**src/rtl/psadpcm_pkg.sv**
```systemverilog
package psadpcm_pkg;

    localparam int MAX_CHANNELS     = 8;
    localparam int DATA_BYTES       = 14;
    localparam int SHORT_DATA_BYTES = 14;

    localparam int BYTE_W   = 8;
    localparam int POS_W    = 4;
    localparam int SHIFT_W  = 4;
    localparam int PRED_W   = 3;
    localparam int CHAN_W   = 3;
    localparam int CNT_W    = 4;
    localparam int HIST_W   = 24;
    localparam int COEF_W   = 8;
    localparam int PROD_W   = HIST_W + COEF_W;
    localparam int ACC_W    = 34;
    localparam int BASE_W   = 16;
    localparam int PCM_W    = 16;
    localparam int CFG_IDX_W = 3;
    localparam int S_USER_W = 1;
    localparam int M_USER_W = CHAN_W + 2;

    localparam logic [POS_W-1:0] HEADER_POS     = POS_W'(0);
    localparam logic [POS_W-1:0] FLAG_POS       = POS_W'(1);
    localparam logic [POS_W-1:0] STD_DATA_POS   = POS_W'(2);
    localparam logic [POS_W-1:0] STD_LAST_POS   = POS_W'(1 + DATA_BYTES);
    localparam logic [POS_W-1:0] SHORT_LAST_POS = POS_W'(SHORT_DATA_BYTES);

    localparam logic [3:0] PRED_MAX = 4'd4;

    localparam logic [CFG_IDX_W-1:0] CFG_BLOCK_FORMAT    = CFG_IDX_W'(0);
    localparam logic [CFG_IDX_W-1:0] CFG_CHANNEL_COUNT   = CFG_IDX_W'(1);
    localparam logic [CFG_IDX_W-1:0] CFG_END_FLAG_CODE   = CFG_IDX_W'(2);
    localparam logic [CFG_IDX_W-1:0] CFG_LOOP_START_CODE = CFG_IDX_W'(3);
    localparam logic [CFG_IDX_W-1:0] CFG_LOOP_END_CODE   = CFG_IDX_W'(4);

    localparam logic [1:0] MARK_NONE       = 2'b00;
    localparam logic [1:0] MARK_LOOP_START = 2'b01;
    localparam logic [1:0] MARK_LOOP_END   = 2'b10;

    typedef logic signed [HIST_W-1:0] t_hist;
    typedef logic signed [COEF_W-1:0] t_coef;

    typedef enum logic [1:0] {
        BYTE_DROP,
        BYTE_HEADER,
        BYTE_FLAG,
        BYTE_DATA
    } t_byte_kind;

    // Weight of the newer history sample, in 1/64 units.
    function automatic t_coef coef_newer(input logic [PRED_W-1:0] pred);
        t_coef c;
        unique case (pred)
            3'd1:    c = 8'sd60;
            3'd2:    c = 8'sd115;
            3'd3:    c = 8'sd98;
            3'd4:    c = 8'sd122;
            default: c = 8'sd0;
        endcase
        return c;
    endfunction

    // Weight of the older history sample, in 1/64 units.
    function automatic t_coef coef_older(input logic [PRED_W-1:0] pred);
        t_coef c;
        unique case (pred)
            3'd2:    c = -8'sd52;
            3'd3:    c = -8'sd55;
            3'd4:    c = -8'sd60;
            default: c = 8'sd0;
        endcase
        return c;
    endfunction

endpackage

```
**src/rtl/ps_adpcm_block_decoder.sv**
```systemverilog
// Block ADPCM stream decoder. Compressed bytes enter on the slave stream, one
// byte per request, with tuser[0] marking the first byte of a new stream.
// Header and flag bytes give no sample; a data byte gives two samples, low
// nibble first; each nibble passes through the one predictor multiply-add and
// the history update in its own cycle, and the output register carries one
// sample per cycle while the receiver does not stall. A data byte
// waits in the input register while the output register holds an untaken
// sample. Samples leave on the master stream with the pcm value in tdata,
// the channel and the loop-block marks in tuser, and tlast on the second
// sample of each byte. Configuration writes are taken at any time but are
// meant for when the decoder is idle.
module ps_adpcm_block_decoder (
    input  logic                                 i_clk,
    input  logic                                 i_rst_n,
    input  logic                                 i_cfg_valid,
    output logic                                 o_cfg_ready,
    input  logic [psadpcm_pkg::CFG_IDX_W-1:0]    i_cfg_index,
    input  logic [psadpcm_pkg::BYTE_W-1:0]       i_cfg_data,
    input  logic                                 s_axis_tvalid,
    output logic                                 s_axis_tready,
    input  logic [psadpcm_pkg::BYTE_W-1:0]       s_axis_tdata,   // [7:0] stream_byte
    input  logic [psadpcm_pkg::S_USER_W-1:0]     s_axis_tuser,   // [0] stream_start
    output logic                                 m_axis_tvalid,
    input  logic                                 m_axis_tready,
    output logic [psadpcm_pkg::PCM_W-1:0]        m_axis_tdata,   // [15:0] pcm_sample
    output logic [psadpcm_pkg::M_USER_W-1:0]     m_axis_tuser,   // [2:0] channel_index,
                                                                 // [3] in_loop_start_block,
                                                                 // [4] in_loop_end_block
    output logic                                 m_axis_tlast    // last_of_pair
);
    import psadpcm_pkg::*;

    // configuration
    logic                r_fmt;
    logic [CNT_W-1:0]    r_chan_cnt;
    logic [BYTE_W-1:0]   r_end_code;
    logic [BYTE_W-1:0]   r_ls_code;
    logic [BYTE_W-1:0]   r_le_code;

    // input register
    logic                r_in_valid;
    logic [BYTE_W-1:0]   r_in_byte;
    logic                r_in_start;

    // block state
    logic [POS_W-1:0]    r_pos,   n_pos;
    logic [SHIFT_W-1:0]  r_shift, n_shift;
    logic [PRED_W-1:0]   r_pred,  n_pred;
    logic [1:0]          r_marks, n_marks;
    logic                r_ended, n_ended;
    logic [CHAN_W-1:0]   r_chan,  n_chan;
    logic                r_phase, n_phase;

    t_hist               r_hist_new [MAX_CHANNELS];
    t_hist               r_hist_old [MAX_CHANNELS];

    // output register
    logic                r_out_valid;
    logic [PCM_W-1:0]    r_out_pcm;
    logic [CHAN_W-1:0]   r_out_chan;
    logic [1:0]          r_out_marks;
    logic                r_out_last;

    t_byte_kind          w_kind;
    logic                w_out_free;
    logic                w_step;
    logic                w_done;
    logic                w_data_step;
    logic [POS_W-1:0]    w_pos;
    logic [CHAN_W-1:0]   w_slot;
    logic [3:0]          w_nib;
    logic signed [BASE_W-1:0] w_base;
    logic signed [PROD_W-1:0] w_prod_new;
    logic signed [PROD_W-1:0] w_prod_old;
    logic signed [ACC_W-1:0]  w_acc;
    logic signed [ACC_W-1:0]  w_acc_rnd;
    logic signed [ACC_W-7:0]  w_hq;
    t_hist               w_hist;
    logic signed [HIST_W:0]   w_h_rnd;
    logic signed [HIST_W-6:0] w_pq;
    logic [PCM_W-1:0]    w_pcm;
    logic [1:0]          w_out_marks;
    logic [POS_W-1:0]    w_last_pos;
    logic [CNT_W-1:0]    w_cnt;
    logic [CNT_W-1:0]    w_chan_inc;

    assign o_cfg_ready = 1'b1;

    always_ff @(posedge i_clk) begin
        if (!i_rst_n) begin
            r_fmt      <= 1'b0;
            r_chan_cnt <= CNT_W'(1);
            r_end_code <= BYTE_W'(7);
            r_ls_code  <= BYTE_W'(6);
            r_le_code  <= BYTE_W'(3);
        end else if (i_cfg_valid) begin
            unique case (i_cfg_index)
                CFG_BLOCK_FORMAT:    r_fmt      <= i_cfg_data[0];
                CFG_CHANNEL_COUNT:   r_chan_cnt <= i_cfg_data[CNT_W-1:0];
                CFG_END_FLAG_CODE:   r_end_code <= i_cfg_data;
                CFG_LOOP_START_CODE: r_ls_code  <= i_cfg_data;
                CFG_LOOP_END_CODE:   r_le_code  <= i_cfg_data;
                default: ;
            endcase
        end
    end

    // A stream start clears the state before the byte is looked at, and the
    // byte itself is then always a header.
    always_comb begin
        w_pos = r_in_start ? HEADER_POS : r_pos;
        priority if (r_ended && !r_in_start) begin
            w_kind = BYTE_DROP;
        end else if (w_pos == HEADER_POS) begin
            w_kind = BYTE_HEADER;
        end else if (!r_fmt && w_pos == FLAG_POS) begin
            w_kind = BYTE_FLAG;
        end else begin
            w_kind = BYTE_DATA;
        end
    end

    assign w_out_free    = !r_out_valid || m_axis_tready;
    assign w_step        = r_in_valid && (w_kind != BYTE_DATA || w_out_free);
    assign w_data_step   = w_step && w_kind == BYTE_DATA;
    assign w_done        = w_step && (w_kind != BYTE_DATA || r_phase);
    assign s_axis_tready = !r_in_valid || w_done;

    always_ff @(posedge i_clk) begin
        if (!i_rst_n) begin
            r_in_valid <= 1'b0;
        end else if (s_axis_tready) begin
            r_in_valid <= s_axis_tvalid;
        end
    end

    always_ff @(posedge i_clk) begin
        if (s_axis_tready && s_axis_tvalid) begin
            r_in_byte  <= s_axis_tdata;
            r_in_start <= s_axis_tuser[0];
        end
    end

    // sample arithmetic for the nibble of the current phase
    always_comb begin
        w_slot     = r_fmt ? r_chan : '0;
        w_nib      = r_phase ? r_in_byte[7:4] : r_in_byte[3:0];
        w_base     = $signed({w_nib, 12'd0}) >>> r_shift;
        w_prod_new = r_hist_new[w_slot] * coef_newer(r_pred);
        w_prod_old = r_hist_old[w_slot] * coef_older(r_pred);
        w_acc      = ACC_W'(w_base) * ACC_W'(4096) + ACC_W'(w_prod_new)
                   + ACC_W'(w_prod_old);

        // Adding 31 instead of 32 to a negative value rounds the halves away
        // from zero under the floor of the arithmetic shift.
        w_acc_rnd = w_acc + (w_acc[ACC_W-1] ? ACC_W'(31) : ACC_W'(32));
        w_hq      = w_acc_rnd[ACC_W-1:6];
        if (w_hq[ACC_W-7:HIST_W-1] == '0 || w_hq[ACC_W-7:HIST_W-1] == '1) begin
            w_hist = w_hq[HIST_W-1:0];
        end else begin
            w_hist = w_hq[ACC_W-7] ? {1'b1, {(HIST_W-1){1'b0}}}
                                   : {1'b0, {(HIST_W-1){1'b1}}};
        end

        w_h_rnd = {w_hist[HIST_W-1], w_hist}
                + (w_hist[HIST_W-1] ? (HIST_W+1)'(31) : (HIST_W+1)'(32));
        w_pq    = w_h_rnd[HIST_W:6];
        if (w_pq[HIST_W-6:PCM_W-1] == '0 || w_pq[HIST_W-6:PCM_W-1] == '1) begin
            w_pcm = w_pq[PCM_W-1:0];
        end else begin
            w_pcm = w_pq[HIST_W-6] ? {1'b1, {(PCM_W-1){1'b0}}}
                                   : {1'b0, {(PCM_W-1){1'b1}}};
        end

        w_out_marks = r_fmt ? MARK_NONE : r_marks;
    end

    // end of block and channel rotation
    always_comb begin
        w_last_pos = r_fmt ? SHORT_LAST_POS : STD_LAST_POS;
        if (r_chan_cnt == '0) begin
            w_cnt = CNT_W'(1);
        end else if (r_chan_cnt > CNT_W'(MAX_CHANNELS)) begin
            w_cnt = CNT_W'(MAX_CHANNELS);
        end else begin
            w_cnt = r_chan_cnt;
        end
        w_chan_inc = {1'b0, r_chan} + CNT_W'(1);
    end

    always_comb begin
        n_pos   = r_pos;
        n_shift = r_shift;
        n_pred  = r_pred;
        n_marks = r_marks;
        n_ended = r_ended;
        n_chan  = r_chan;
        n_phase = r_phase;
        if (w_step) begin
            if (r_in_start) begin
                n_pos   = HEADER_POS;
                n_shift = '0;
                n_pred  = '0;
                n_marks = MARK_NONE;
                n_ended = 1'b0;
                n_chan  = '0;
            end
            unique case (w_kind)
                BYTE_DROP: ;
                BYTE_HEADER: begin
                    n_shift = r_in_byte[3:0];
                    n_pred  = (r_in_byte[7:4] > PRED_MAX) ? '0 : r_in_byte[6:4];
                    if (r_fmt) begin
                        n_marks = MARK_NONE;
                    end
                    n_pos = FLAG_POS;
                end
                BYTE_FLAG: begin
                    if (r_in_byte == r_end_code) begin
                        n_ended = 1'b1;
                        n_pos   = HEADER_POS;
                    end else begin
                        priority if (r_in_byte == r_ls_code) begin
                            n_marks = MARK_LOOP_START;
                        end else if (r_in_byte == r_le_code) begin
                            n_marks = MARK_LOOP_END;
                        end else begin
                            n_marks = MARK_NONE;
                        end
                        n_pos = STD_DATA_POS;
                    end
                end
                BYTE_DATA: begin
                    n_phase = !r_phase;
                    if (r_phase) begin
                        if (r_pos >= w_last_pos) begin
                            n_pos = HEADER_POS;
                            if (r_fmt) begin
                                n_chan = (w_chan_inc >= w_cnt) ? '0
                                                               : w_chan_inc[CHAN_W-1:0];
                            end
                        end else begin
                            n_pos = r_pos + POS_W'(1);
                        end
                    end
                end
            endcase
        end
    end

    always_ff @(posedge i_clk) begin
        if (!i_rst_n) begin
            r_pos   <= HEADER_POS;
            r_shift <= '0;
            r_pred  <= '0;
            r_marks <= MARK_NONE;
            r_ended <= 1'b0;
            r_chan  <= '0;
            r_phase <= 1'b0;
        end else begin
            r_pos   <= n_pos;
            r_shift <= n_shift;
            r_pred  <= n_pred;
            r_marks <= n_marks;
            r_ended <= n_ended;
            r_chan  <= n_chan;
            r_phase <= n_phase;
        end
    end

    always_ff @(posedge i_clk) begin
        if (!i_rst_n || (w_step && r_in_start)) begin
            for (int c = 0; c < MAX_CHANNELS; c++) begin
                r_hist_new[c] <= '0;
                r_hist_old[c] <= '0;
            end
        end else if (w_data_step) begin
            r_hist_old[w_slot] <= r_hist_new[w_slot];
            r_hist_new[w_slot] <= w_hist;
        end
    end

    always_ff @(posedge i_clk) begin
        if (!i_rst_n) begin
            r_out_valid <= 1'b0;
        end else if (w_data_step) begin
            r_out_valid <= 1'b1;
        end else if (m_axis_tready) begin
            r_out_valid <= 1'b0;
        end
    end

    always_ff @(posedge i_clk) begin
        if (w_data_step) begin
            r_out_pcm   <= w_pcm;
            r_out_chan  <= w_slot;
            r_out_marks <= w_out_marks;
            r_out_last  <= r_phase;
        end
    end

    assign m_axis_tvalid = r_out_valid;
    assign m_axis_tdata  = r_out_pcm;
    assign m_axis_tuser  = {r_out_marks, r_out_chan};
    assign m_axis_tlast  = r_out_last;

endmodule

```
**config.mk**
```make
export PLATFORM = sky130hd
export DESIGN_NAME = ps_adpcm_block_decoder
export DESIGN_NICKNAME = d
export VERILOG_FILES = /design/src/rtl/psadpcm_pkg.sv /design/src/rtl/ps_adpcm_block_decoder.sv
export SDC_FILE = /design/constraint.sdc
export NUM_CORES = 2
export LEC_CHECK = 0
export BUFFER_PORTS_ARGS = -buffer_cell sky130_fd_sc_hd__buf_2
export CORE_ASPECT_RATIO = 1.5
export CORE_MARGIN = 5
export CORE_UTILIZATION = 55
export DETAILED_ROUTE_END_ITERATION = 16
export PLACE_DENSITY = 0.68
export REMOVE_ABC_BUFFERS = 1
export SETUP_SLACK_MARGIN = 0.2
export SKIP_LAST_GASP = 1
export SYNTH_ARGS = -nofsm -noshare
export SYNTH_HDL_FRONTEND = slang
export SYNTH_SLANG_ARGS = --single-unit
```
**constraint.sdc**
```tcl
create_clock -name i_clk -period 36.4 [get_ports i_clk]
set_input_delay 7.28 -clock i_clk [delete_from_list [all_inputs] [get_ports i_clk]]
set_output_delay 7.28 -clock i_clk [all_outputs]
set_load 0.005 [all_outputs]
```
After elaboration in Yosys (flattened, before gate mapping)
Memories as Yosys holds them, arrays and structs flattened.
Cells that the tools add are included.
{"block": "word_totals", "reg_bits": 80, "mem_bits_rw": 384, "in_bits": 25, "output_inout_bits": 25, "wordCells": 143, "n_memories": 2}
{"block": "op_classes", "n_addsub": 6, "n_mul": 2, "order_cmp": 4, "eq_ne": 18, "shifts": 1, "muxes": 54, "reduce_logical": 36}
{"name": "r_hist_new", "depth": 8, "width": 24, "rd": 1, "rd_clocked_by_memory_dff": 0, "write_ports": 8, "line": "ps_adpcm_block_decoder.sv:54", "text": "t_hist r_hist_new [MAX_CHANNELS];"}
{"name": "r_hist_old", "depth": 8, "width": 24, "rd": 1, "rd_clocked_by_memory_dff": 0, "write_ports": 8, "line": "ps_adpcm_block_decoder.sv:55", "text": "t_hist r_hist_old [MAX_CHANNELS];"}
{"operator": "2-to-1 mux 24 bit", "n": 4}
{"operator": "multiplier 24 x 8 -> 32 bit", "n": 2}
{"operator": "OR reduction 24 bit", "n": 2}
{"operator": "2-to-1 mux 3 bit", "n": 12}
{"operator": "adder 33 x 32 -> 34 bit", "n": 1}
{"operator": "adder 34 x 7 -> 34 bit", "n": 1}
{"operator": "adder 28 x 32 -> 33 bit", "n": 1}
{"operator": "2-to-1 mux 16 bit", "n": 2}
{"operator": "2-to-1 mux 4 bit", "n": 8}
{"operator": "case mux 7 bit (4 select lines)", "n": 1}
{"operator": "adder 24 x 7 -> 25 bit", "n": 1}
{"operator": "== test 8 bit", "n": 3}
{"operator": "case mux 8 bit (3 select lines)", "n": 1}
{"operator": "2-to-1 mux 2 bit", "n": 8}
{"operator": ">>> shifter 16 x 4 -> 16 bit", "n": 1}
{"operator": "2-to-1 mux 1 bit", "n": 14}
{"operator": "AND reduction 2 bit", "n": 7}
{"operator": "== test 3 x 2 -> 1 bit, second input constant", "n": 4}
{"operator": "zero test 4 bit", "n": 3}
{"operator": "2-to-1 mux 6 bit", "n": 2}
{"operator": "case mux 4 bit (3 select lines)", "n": 1}
{"operator": ">= comparator 4 bit", "n": 2}
{"operator": "logical AND 1 bit", "n": 7}
{"operator": "logical OR 1 bit", "n": 7}
{"operator": "17 further kinds", "n": 26}

Logic depth before layout (Yosys ltp)
{"block": "logic_depth", "word_depth": 15, "mapped_depth": 56, "mapped_depth_nobuf": 47}

Worst setup path after synthesis
Ideal clock, no wire load.
{"block": "synth_timing", "path_type": "input port to output port", "from": "in m_axis_tready", "to": "out s_axis_tready", "arrival_time_ns": 7.724, "t_required_ns": 29.120, "setup_slack_ns": 21.396, "stages": 3, "path_buffers": 0, "path_cell_list": "nand2b_1 a21oi_1 inv_1"}
{"block": "synth_between", "elab_chain_cells": 5}
{"element": "start, declared", "line": "ps_adpcm_block_decoder.sv:24", "text": "input logic m_axis_tready,"}
{"element": "logical OR 1 bit", "line": "ps_adpcm_block_decoder.sv:123", "text": "assign w_out_free = !r_out_valid || m_axis_tready;"}
{"element": "logical OR 1 bit", "line": "ps_adpcm_block_decoder.sv:124", "text": "assign w_step = r_in_valid && (w_kind != BYTE_DATA || w_out_free);"}
{"element": "logical AND 1 bit", "line": "ps_adpcm_block_decoder.sv:124"}
{"element": "logical AND 1 bit", "line": "ps_adpcm_block_decoder.sv:126", "text": "assign w_done = w_step && (w_kind != BYTE_DATA || r_phase);"}
{"element": "logical OR 1 bit", "line": "ps_adpcm_block_decoder.sv:127", "text": "assign s_axis_tready = !r_in_valid || w_done;"}
{"element": "end, declared", "line": "ps_adpcm_block_decoder.sv:20", "text": "output logic s_axis_tready,"}
No other way between the ends.

Final worst setup path
{"block": "layout_timing", "from": "reg r_chan[0]", "to": "reg r_out_pcm[2], in the netlist m_axis_tdata[2] (data pin)"}
{"block": "layout_between", "word_cells_on_any_way": 21, "classes_between": "add/sub (4); mul (2); eq/ne (2); mux (7); reduce/logical (4); memory (2)"}
{"element": "start, declared", "line": "ps_adpcm_block_decoder.sv:51", "text": "logic [CHAN_W-1:0] r_chan, n_chan;"}
{"element": "start signal, assigned", "line": "ps_adpcm_block_decoder.sv:266", "text": "r_chan <= n_chan;"}
{"element": "2-to-1 mux 3 bit *", "line": "ps_adpcm_block_decoder.sv:146", "text": "w_slot = r_fmt ? r_chan : '0;"}
{"element": "memory (8 x 24 bit)"}
{"element": "multiplier 24 x 8 -> 32 bit", "line": "ps_adpcm_block_decoder.sv:149", "text": "w_prod_new = r_hist_new[w_slot] * coef_newer(r_pred);"}
{"element": "adder 28 x 32 -> 33 bit", "line": "ps_adpcm_block_decoder.sv:151", "text": "w_acc = ACC_W'(w_base) * ACC_W'(4096) + ACC_W'(w_prod_new)"}
{"element": "adder 33 x 32 -> 34 bit *", "line": "ps_adpcm_block_decoder.sv:152", "text": "+ ACC_W'(w_prod_old);"}
{"element": "2-to-1 mux 6 bit", "line": "ps_adpcm_block_decoder.sv:156", "text": "w_acc_rnd = w_acc + (w_acc[ACC_W-1] ? ACC_W'(31) : ACC_W'(32));"}
{"element": "adder 34 x 7 -> 34 bit *", "line": "ps_adpcm_block_decoder.sv:156"}
{"element": "== test 5 bit / zero test 5 bit (equally long branches)", "line": "ps_adpcm_block_decoder.sv:158", "text": "if (w_hq[ACC_W-7:HIST_W-1] == '0 || w_hq[ACC_W-7:HIST_W-1] == '1) begin"}
{"element": "logical OR 1 bit", "line": "ps_adpcm_block_decoder.sv:158"}
{"element": "2-to-1 mux 24 bit *", "line": "ps_adpcm_block_decoder.sv:158"}
{"element": "named net w_hist[2]", "line": "ps_adpcm_block_decoder.sv:78", "text": "t_hist w_hist;"}
{"element": "adder 24 x 7 -> 25 bit *", "line": "ps_adpcm_block_decoder.sv:166", "text": "+ (w_hist[HIST_W-1] ? (HIST_W+1)'(31) : (HIST_W+1)'(32));"}
{"element": "== test 4 bit / zero test 4 bit (equally long branches)", "line": "ps_adpcm_block_decoder.sv:168", "text": "if (w_pq[HIST_W-6:PCM_W-1] == '0 || w_pq[HIST_W-6:PCM_W-1] == '1) begin"}
{"element": "logical OR 1 bit", "line": "ps_adpcm_block_decoder.sv:168"}
{"element": "2-to-1 mux 16 bit *", "line": "ps_adpcm_block_decoder.sv:168"}
{"element": "named net w_pcm[2]", "line": "ps_adpcm_block_decoder.sv:81", "text": "logic [PCM_W-1:0] w_pcm;"}
{"element": "end signal, assigned", "line": "ps_adpcm_block_decoder.sv:295", "text": "r_out_pcm <= w_pcm;"}
{"element": "end, declared", "line": "ps_adpcm_block_decoder.sv:59", "text": "logic [PCM_W-1:0] r_out_pcm;"}
Mark *: on every way through the listed nets, which the timed path passes. The rest lies on a longest branch.
A chain may end at the register's enable or synchronous reset.

==> results.md <==
- CTS tree: yes
- R2R Setup Slk: 20.99 ns
- Yosys top cell by area: edfxtp_1
- Initial Util: 0.5552
- Cells on worst reg2reg path: 47
- Max Root-Sink Buffers: 3
- Final hold vios: 0
- Initial DRT Pass Iterations: 5
- Post-layout utilization of the core: 0.5929
- Design area: between 30000 and 40000 um^2
- Synth async-reset ratio: 0
- Crit-path max FO: 31
- Vias after detailed routing: 25031
- Top Ports: 50
- Synthesized area: 33310 um^2
- DRT iter0 DRCs: 2142
- Worst Setup End Kind: register
- Leak pwr: 0.01531 uW
- Synthesized instance count: 3374
- Synthesized area per cell: 9.874 um^2
- Worst-Skew Late Latency: 0.61 ns
- PwrDens: about 42 nW/um^2
- Synth top cells by count: nor2_1 (628), edfxtp_1 (415), inv_1 (387)
- Worst setup startpoint: r_chan[0]$_SDFFE_PN0P_
- Hold slack: 0.4573 ns
- GRT Util Overall: 0.2953
- Area grow syn2layout: 6.790%
- Cell mode on critical path: fa_1
- Max stage delay on crit path: 0.69 ns
- Net count, final: 3788
- RSZ-0062 raised after global routing: false
- Fmax: 64.90 MHz
- Worst setup path class: reg2reg
- Final HPWL DP: 69.85 mm
- Fin crit share: 0.4233
- Status: complete, no violations
- DIE WIDTH: between 200 and 250 um
- H-tree Lvls: 2
- Sum Neg Setup Slack: 0 ns
- Cts bufs inserted: 44
- CTS Hold Bufs: 0
- Clock transition at path regs: 0.06 ns
- Antenna viol nets, final: 0
- Synthesized flop and latch total: ~460
- Die Footprint: 65700 um^2
- First-pass GRT wire length: approximately 150 mm
- Post-synth top area share: 0.3741
- Post-Route WL: between 90 and 100 mm
- Worst vdd ir: 0.00003498 V
- CORE AREA: 60010 um^2
- Critical Path Source Type: register
- CP required: approximately 37 ns
- Clock Sinks: ~460
- MaxCap Viol Count: 0
- Largest net degree at the start of global routing: 59
- Initial antenna violation count: 1
- Layout cell share with drive strength beyond 1: 0.07364
- Worst slew margin: 0.1114
- Clock tree root buffer cell: clkbuf_16
- Slew Viols, Final: 0
- Post-synth cell types: 94
- Fraction of the yosys area taken by sequential cells: 0.4035
- DRC: 0
- Setup violations, final: 0
- GP Congestion: 0.9522
- # resized after CTS: 0
- Via density: 6.049
- DIE HEIGHT: a little over 300 um
- Min-Delay Path Class: reg2reg
- Port Buffer Count: 48
- Post-synth EDFFs: 415
- Critical Path Slowest Stage Cell: dfxtp_1
- Rows: 110
- Last element of the critical path: m_axis_tdata[2]$_DFFE_PP_
- Most numerous cell in the Yosys netlist: nor2_1
- Total setup buffers inserted after CTS: 0
- Crit path time final: 15.41 ns
- ANT cells: 0
- Reg-to-reg endpoint: m_axis_tdata[2]$_DFFE_PP_
- WL per Instance: roughly 23 um
- Synth top area cells: edfxtp_1 (37%), fa_1 (17%), nor2_1 (7.1%)
- Reg2reg start: r_chan[0]$_SDFFE_PN0P_
- Dominant synthesized flop cell: edfxtp_1
- Ys Warns: 0
- Worst EP arrival: 15.72 ns
- Number of global-route vias before repair: 26380
- Final Skew: 0.04542 ns
- Total gr overflow: 0
- Slew @ Worst Pin: 1.333 ns
- Placed Area: 34210 um^2
[kinds of logic after synthesis]
logic type                 after synthesis  synth area share
and+or+nand+nor                       1299            0.1708
buffers and inverters                  579           0.06655
AOI/OAI and AO/OA                      486           0.09994
DFF                                    464            0.4035
adders and majority gates              443            0.2306
xor gates and xnor gates                79           0.02099
muxes                                   23          0.007511
other                                    1         0.0001126
[critical path: cells and delay by family, from the launching register on]
family / cells / cell delay [ns]
muxes: 1 / 0.45
buffers and inverters: 9 / 1.73
xor gates and xnor gates: 1 / 0.21
DFF: 1 / 0.69
AOI/OAI and AO/OA: 16 / 5.01
adders and majority gates: 9 / 3.96
and+or+nand+nor: 11 / 3.00
[state kept, by name, summed over array words and instances (netlist names), 2 cells and up]
| register | count |
|---|---|
| r_in_byte | 8 |
| r_ls_code | 8 |
| r_pos | 4 |
| r_chan_cnt | 4 |
| r_out_chan | 3 |
| r_le_code | 8 |
| r_out_marks | 2 |
| m_axis_tdata | 16 |
| r_hist_new | 192 |
| r_pred | 3 |
| r_marks | 2 |
| r_end_code | 8 |
| r_shift | 4 |
| r_hist_old | 192 |
| r_chan | 3 |
[layer usage]
layer	global-route usage	vias to the layer above	share of wire
met4	0.1143	0	0.043
li1	-	11194	-
met2	0.5197	1096	0.51
met1	0.3704	12514	0.37
met5	0	-	0
met3	0.03834	227	0.073
[layout make-up]
class / count / area [um^2]
Timing Repair Buffer: 91 / 563.0
Clock inverter: 24 / 207.7
Inverter: 388 / 1456
Clock buffer: 56 / 1156
Multi-Input combinational cell: 2331 / 17770
Tap cell: 784 / 980.9
Fill cell: 5139 / 24430
Sequential cell: 464 / 13440
[metrics by stage]
step / total power, uW / instances / setup slack [ns]
after global routing: 1551 / 4138 / 20.22
after CTS: 1488 / 4138 / 21.12
after detailed placement: 1051 / 4058 / 21.12
after floorplan: 904.3 / 3183 / 21.13
final: 1487 / 4138 / 20.99
after global placement: 1044 / 4058 / 21.12
[placed cells by master, fill, tap and decap left out, types with 12 or more instances in the layout]
cell type / instances
edfxtp_1: 415
or3_1: 15
a21oi_1: 66
xor2_1: 25
dfxtp_1: 49
nand3_1: 85
or2_2: 37
ha_1: 158
a21o_1: 14
nand2b_1: 23
o21ai_0: 124
o22ai_1: 53
and2_1: 21
clkinv_1: 12
fa_1: 285
xnor2_1: 52
o21ai_1: 24
buf_2: 48
nor3_1: 69
mux2i_1: 16
nand4_1: 19
o221ai_1: 35
inv_1: 385
nand2_1: 296
a21boi_0: 22
a211oi_1: 12
nor2b_1: 33
clkbuf_16: 44
buf_4: 43
o31ai_1: 15
o21a_1: 16
nor2_1: 627
[worst min path at each step]
stage                                from                         end  slack, ns  cells past startpoint
4_1_cts              r_ended$_SDFFE_PN0P_        r_ended$_SDFFE_PN0P_       0.46                      2
3_5_place_dp         r_ended$_SDFFE_PN0P_        r_ended$_SDFFE_PN0P_       0.45                      2
6_report             r_ended$_SDFFE_PN0P_        r_ended$_SDFFE_PN0P_       0.46                      2
3_3_place_gp         r_ended$_SDFFE_PN0P_        r_ended$_SDFFE_PN0P_       0.44                      2
5_1_grt        r_end_code[4]$_SDFFE_PN0P_  r_end_code[4]$_SDFFE_PN0P_       0.50                      2
2_1_floorplan        r_ended$_SDFFE_PN0P_        r_ended$_SDFFE_PN0P_       0.43                      2
[power by group]
group          total (uW)  switching, uW  internal (uW)  leakage, uW
Combinational         429            305            124      0.00989
Sequential            617           9.79            607      0.00477
Clock                 440            205            236     0.000655
Note: power is estimated with default switching activity, not from simulation.
